File: config.mk
export PLATFORM = sky130hd
export DESIGN_NAME = stable_priority_queue
export DESIGN_NICKNAME = d
export VERILOG_FILES = /design/src/hdl/spq_pkg.sv /design/src/hdl/stable_priority_queue.sv /design/src/hdl/spq_cell.sv
export VERILOG_INCLUDE_DIRS = /design/src /design/src/hdl
export SDC_FILE = /design/constraint.sdc
export NUM_CORES = 2
export LEC_CHECK = 0
export BUFFER_PORTS_ARGS = -buffer_cell sky130_fd_sc_hd__clkbuf_2
export CAP_MARGIN = 10
export CORE_UTILIZATION = 40
export CTS_CLUSTER_SIZE = 30
export DETAILED_ROUTE_END_ITERATION = 10
export PLACE_DENSITY = 0.68
export SYNTH_ARGS = -nofsm -noshare
export SYNTH_HDL_FRONTEND = slang
export SYNTH_HIERARCHICAL = 1
export SYNTH_SLANG_ARGS = --single-unit
File: constraint.sdc
create_clock -name clk -period 4.65 [get_ports clk]
set_clock_uncertainty 0.05 [all_clocks]
set_input_delay 0.6975 -clock clk [delete_from_list [all_inputs] [get_ports clk]]
set_output_delay 0.6975 -clock clk [all_outputs]
set_load 0.005 [all_outputs]
File: src/hdl/stable_priority_queue_defines.svh
// ----------------------------------------------------------------------------
// stable_priority_queue_defines.svh
// Assertion macros shared by the priority queue RTL.
// ----------------------------------------------------------------------------
`ifndef STABLE_PRIORITY_QUEUE_DEFINES_SVH
`define STABLE_PRIORITY_QUEUE_DEFINES_SVH

`ifndef SYNTHESIS
// Check a condition at every clock edge outside reset.
`define SPQ_ASSERT_ALWAYS(lbl, cond, msg) \
  lbl: assert property (@(posedge clk) disable iff (!rst_n) (cond)) else $error(msg);
// Check that a trigger implies a consequence in the next cycle.
`define SPQ_ASSERT_NEXT(lbl, trig, cons, msg) \
  lbl: assert property (@(posedge clk) disable iff (!rst_n) (trig) |=> (cons)) else $error(msg);
`else
`define SPQ_ASSERT_ALWAYS(lbl, cond, msg)
`define SPQ_ASSERT_NEXT(lbl, trig, cons, msg)
`endif

`endif

File: src/hdl/spq_pkg.sv
// ----------------------------------------------------------------------------
// spq_pkg
// Types and constants for the stable priority queue.
// ----------------------------------------------------------------------------
package spq_pkg;

  localparam int unsigned DEPTH_DEF = 16;
  localparam int unsigned VAL_W     = 32;
  localparam int unsigned PRI_W     = 8;
  localparam int unsigned OCC_W     = 5;

  typedef enum logic {
    CMD_PUSH = 1'b0,
    CMD_POP  = 1'b1
  } cmd_t;

  typedef enum logic [1:0] {
    ST_DONE  = 2'd0,
    ST_EMPTY = 2'd1,
    ST_FULL  = 2'd2
  } status_t;

  typedef struct packed {
    logic signed [VAL_W-1:0] value;
    logic [PRI_W-1:0]        prio;
  } entry_t;

  // Per-cell control from the queue controller
  typedef struct packed {
    logic push;      // insert the incoming entry this cycle
    logic pop;       // remove the front entry this cycle
    logic occ;       // this cell holds a live entry
    logic ins_left;  // the left neighbor shifts right on a push
  } cell_ctrl_t;

endpackage

File: src/hdl/stable_priority_queue.sv
// ----------------------------------------------------------------------------
// stable_priority_queue
// Bounded priority queue held sorted in a chain of cells.
// ----------------------------------------------------------------------------
// Channel  Dir  Beat contents
// in_      in   tuser: command; tdata: value, priority_req
// out_     out  tuser: status; tdata: popped_value, popped_priority, occupancy
//
// One item per cycle while in_tready is high: every cell compares its
// priority with the incoming one in parallel and shifts in the same cycle;
// the result sits in an output register from the cycle after acceptance.
// in_tready falls only while a result waits and out_tready is low. Reset
// clears the entry count and output valid; cell contents need no reset.
// ----------------------------------------------------------------------------
`include "stable_priority_queue_defines.svh"

module stable_priority_queue #(
  parameter int unsigned DEPTH = spq_pkg::DEPTH_DEF
) (
  input  logic        clk,
  input  logic        rst_n,
  input  logic        in_tvalid,
  output logic        in_tready,
  input  logic [39:0] in_tdata,   // [31:0] value, [39:32] priority_req
  input  logic [0:0]  in_tuser,   // [0] command
  output logic        out_tvalid,
  input  logic        out_tready,
  output logic [47:0] out_tdata,  // [31:0] popped_value, [39:32] popped_priority,
                                  // [44:40] occupancy, [47:45] zero
  output logic [1:0]  out_tuser   // [1:0] status
);

  localparam int unsigned CNT_W = $clog2(DEPTH + 1);

  logic [CNT_W-1:0] count_r;
  logic [CNT_W-1:0] count_nxt;

  logic             out_valid_r;
  spq_pkg::status_t out_status_r;
  spq_pkg::entry_t  out_entry_r;
  logic [CNT_W-1:0] out_count_r;

  spq_pkg::entry_t    new_entry;
  spq_pkg::cmd_t      cmd;
  spq_pkg::entry_t    cell_data [DEPTH];
  logic [DEPTH-1:0]   cell_ins;
  logic               accept;
  logic               full;
  logic               empty;
  logic               push_ok;
  logic               pop_ok;
  spq_pkg::status_t   status;

  assign new_entry.value = signed'(in_tdata[31:0]);
  assign new_entry.prio  = in_tdata[39:32];
  assign cmd             = spq_pkg::cmd_t'(in_tuser[0]);

  assign in_tready = !out_valid_r || out_tready;
  assign accept    = in_tvalid && in_tready;
  assign full      = (count_r == CNT_W'(DEPTH));
  assign empty     = (count_r == '0);

  always_comb begin
    push_ok = 1'b0;
    pop_ok  = 1'b0;
    status  = spq_pkg::ST_DONE;
    case (cmd)
      spq_pkg::CMD_PUSH: begin
        if (full) status = spq_pkg::ST_FULL;
        else      push_ok = accept;
      end
      spq_pkg::CMD_POP: begin
        if (empty) status = spq_pkg::ST_EMPTY;
        else       pop_ok = accept;
      end
      default: status = spq_pkg::ST_DONE;
    endcase
  end

  always_comb begin
    count_nxt = count_r;
    if (push_ok)     count_nxt = count_r + CNT_W'(1);
    else if (pop_ok) count_nxt = count_r - CNT_W'(1);
  end

  for (genvar i = 0; i < DEPTH; i++) begin : g_cell
    spq_pkg::cell_ctrl_t ctrl;
    spq_pkg::entry_t     left_d;
    spq_pkg::entry_t     right_d;

    assign ctrl.push = push_ok;
    assign ctrl.pop  = pop_ok;
    assign ctrl.occ  = (CNT_W'(i) < count_r);

    if (i == 0) begin : g_head
      assign ctrl.ins_left = 1'b0;
      assign left_d        = new_entry;
    end else begin : g_body
      assign ctrl.ins_left = cell_ins[i-1];
      assign left_d        = cell_data[i-1];
    end

    if (i == DEPTH - 1) begin : g_tail
      // Slot beyond the end is never live after a pop
      assign right_d = new_entry;
    end else begin : g_mid
      assign right_d = cell_data[i+1];
    end

    spq_cell u_cell (
      .clk     (clk),
      .ctrl    (ctrl),
      .left_i  (left_d),
      .right_i (right_d),
      .new_i   (new_entry),
      .data_o  (cell_data[i]),
      .ins_o   (cell_ins[i])
    );
  end

  always_ff @(posedge clk) begin
    if (!rst_n) begin
      count_r     <= '0;
      out_valid_r <= 1'b0;
    end else begin
      count_r <= count_nxt;
      if (accept) begin
        out_valid_r <= 1'b1;
      end else if (out_tready) begin
        out_valid_r <= 1'b0;
      end
    end
  end

  // Result payload: front entry on a good pop, zeros otherwise
  always_ff @(posedge clk) begin
    if (accept) begin
      out_status_r <= status;
      out_count_r  <= count_nxt;
      out_entry_r  <= pop_ok ? cell_data[0] : '0;
    end
  end

  assign out_tvalid = out_valid_r;
  assign out_tuser  = out_status_r;
  assign out_tdata  = {3'b000, spq_pkg::OCC_W'(out_count_r),
                       out_entry_r.prio, out_entry_r.value};

  `SPQ_ASSERT_ALWAYS(a_count_bound, count_r <= CNT_W'(DEPTH), "entry count above depth")
  `SPQ_ASSERT_NEXT(a_full_hold, accept && cmd == spq_pkg::CMD_PUSH && full, $stable(count_r), "refused push changed count")
  `SPQ_ASSERT_ALWAYS(a_front_sorted, count_r < CNT_W'(2) || cell_data[0].prio <= cell_data[1].prio, "front entries out of order")
  `SPQ_ASSERT_ALWAYS(a_empty_status, !out_valid_r || out_status_r != spq_pkg::ST_EMPTY || out_count_r == '0, "empty pop with nonzero occupancy")

endmodule

File: src/hdl/spq_cell.sv
// ----------------------------------------------------------------------------
// spq_cell
// One slot of the sorted chain: holds an entry, shifts left or right.
// ----------------------------------------------------------------------------
module spq_cell (
  input  logic                clk,
  input  spq_pkg::cell_ctrl_t ctrl,
  input  spq_pkg::entry_t     left_i,
  input  spq_pkg::entry_t     right_i,
  input  spq_pkg::entry_t     new_i,
  output spq_pkg::entry_t     data_o,
  output logic                ins_o
);

  spq_pkg::entry_t data_r;
  spq_pkg::entry_t data_nxt;

  // New entry lands at or before this slot: slot empty, or strictly
  // lower priority stored here (equal priorities keep the older first).
  assign ins_o  = !ctrl.occ || (data_r.prio > new_i.prio);
  assign data_o = data_r;

  always_comb begin
    data_nxt = data_r;
    if (ctrl.push) begin
      if (ctrl.ins_left) begin
        data_nxt = left_i;
      end else if (ins_o) begin
        data_nxt = new_i;
      end
    end else if (ctrl.pop) begin
      data_nxt = right_i;
    end
  end

  always_ff @(posedge clk) begin
    data_r <= data_nxt;
  end

endmodule
==> reports/results.ini <==
[routing]
vias=26700
drtIter0Drc=2300
drc=10
antenna_left=0
firstDrtPassIters=8
drt-vias-per-instance=5.52
drt-total-wl_um=99600
routedWlPerCell_um=20.6

[worst_setup_path]
critPathSlowestCell=dfxtp_1
crit_type=reg -> reg
crit_arrival_ps=4180
rr_worst_depth=11
critical-path-top-delay-family=buffers and inverters
cp_common_cell=buf_12
cp-start-kind=flop
cpPeakStageDelay_ps=470
path_buf_inv=5
end_kind=flop
crit_fanout=83
cp_num_cells=11
path_cells=inv_1 -> ha_1 -> nand4bb_1 -> nand4b_2 -> inv_8 -> buf_12 -> buf_4 -> nor2b_1 -> o2bb2ai_1 -> a31oi_4 -> buf_12
required_ps=4930

[layout]
fill_cells=9008
nets=3677
areaGrowthSynthToFinish_pct=9.39
multi_input_area_um2=16600
final-seq-area_um2=20700
drive_gt1_frac=0.0979
finish.instance_area_um2=42900

[run_status]
status=finished, violations left
violations=design-rule violations

[sta]
finalSetupViolations=0
max_slew.worst_pin.slew_ps=1170
fmax_mhz=256
layout_min_cycle_time_ps=3900
report.final.slew_viol_count=0
rsz0062_at_grt=no
maxSlewHeadroom=0.217
setup_tns_ps=0
period_share=0.839
finalHoldViolations=0

[clock_network]
cts_resized=0
htree_levels=3
clock_sinks=693
post_cts_buffers=0
cts-buffers-inserted=76
cts_hold_buffers=0
clk_latency_ps=640
cts_tree=built
root_buffer=clkbuf_16
clk_pin_slew_worst_paths_ps=60
clockBufferDepth=3

[floorplanning]
coreArea_um2=97000
start_util=0.405
rows=114
fp.dieW_um=315
die_h_um=315
pin_count=97
die-area_um2=99400

[job]
cap_violations=0

[yosys]
synth_warnings=6
synth.avg_cell_area_um2=11.2
synth.cell_area_um2=39200
synth_cells=3493

[place]
dp_hpwl_um=58900
gp_congestion=0.819
io_buffers=93
place_area_um2=40600

[grt]
grt_usage=0.198
grt_pass1_wl_um=153000
grt_pass1_vias=25500
grt_max_degree=225
antenna_found_initial=3
grt_overflow=0

[min_path]
hold_class=in -> reg
hold_depth=3

[power_and_ir_drop]
power.density_nw_per_um2=472
power.leakage_nw=19.4
vdd_drop_max_mv=0.282

power breakdown:
group	internal, mW	switching, mW
clock	3.21	2.59
sequential	8.46	0.643
combinational	1.98	3.39
cells in the final DEF, fill, tap and decap left out, types with 19 or more instances in the layout:
master and count:
clkbuf_1 23, edfxtp_1 687, o21ai_0 19, buf_4 58
nor3_1 19, nor2_1 665, mux2i_1 642, inv_1 151
clkbuf_16 76, ha_1 132, clkbuf_2 93, a21oi_1 676
nand2_1 25, and2_1 40, nor2b_1 33
layer usage:
| metal | vias up | wire, µm | GRT usage |
|---|---|---|---|
| met3 | 141 | 6010 | 0.0269 |
| met4 | 2 | 2130 | 0.0537 |
| met2 | 768 | 45600 | 0.315 |
| met1 | 13000 | 45900 | 0.284 |
| li1 | 12700 | - | - |
| met5 | - | 9 | 0 |
cell type report:
type	count	area share
Sequential cell	693	0.483
Multi-Input combinational cell	2414	0.385
Clock buffer	99	0.0463
Tap cell	1276	0.0372
Timing Repair Buffer	161	0.0256
Inverter	154	0.0138
Clock inverter	35	0.00828
Antenna cell	1	0.0000583
flip-flops by register name (all words and copies together) (netlist names):
name	count
g_cell.u_cell/data_o	640
out_tdata	40
count_r	5
out_count_r	5
out_tuser	2
out_tvalid	1
tightest hold or removal path, delay by kind of cell:
kind | cells | cell delay, ps
AND/OR/NAND/NOR | 2 | 140
buffers and inverters | 1 | 120
stage by stage:
step	setup slack, ps	cells	hold slack (ps)	util	power (mW)
after floorplan	221	3496	474	-	13.1
after global placement	515	4698	489	0.418	14.4
after detailed placement	452	4698	496	0.418	14.5
after CTS	784	4832	297	0.443	20.4
after global routing	558	4832	345	0.443	21.2
final	749	4833	325	0.443	20.3
final timing paths:
path	startpoint	to	slack, ps
max reg2reg	count_r[0]$_SDFF_PN0_	g_cell[9].u_cell/data_o[29]$_DFFE_PP_	750
min	in_tvalid	out_tvalid$_SDFFE_PN0P_	320
min reg2reg	g_cell[0].u_cell/data_o[18]$_DFFE_PP_	out_tdata[10]$_SDFFCE_PP0N_	510
max	count_r[0]$_SDFF_PN0_	g_cell[9].u_cell/data_o[29]$_DFFE_PP_	750
(Power assumes the default switching activity.)
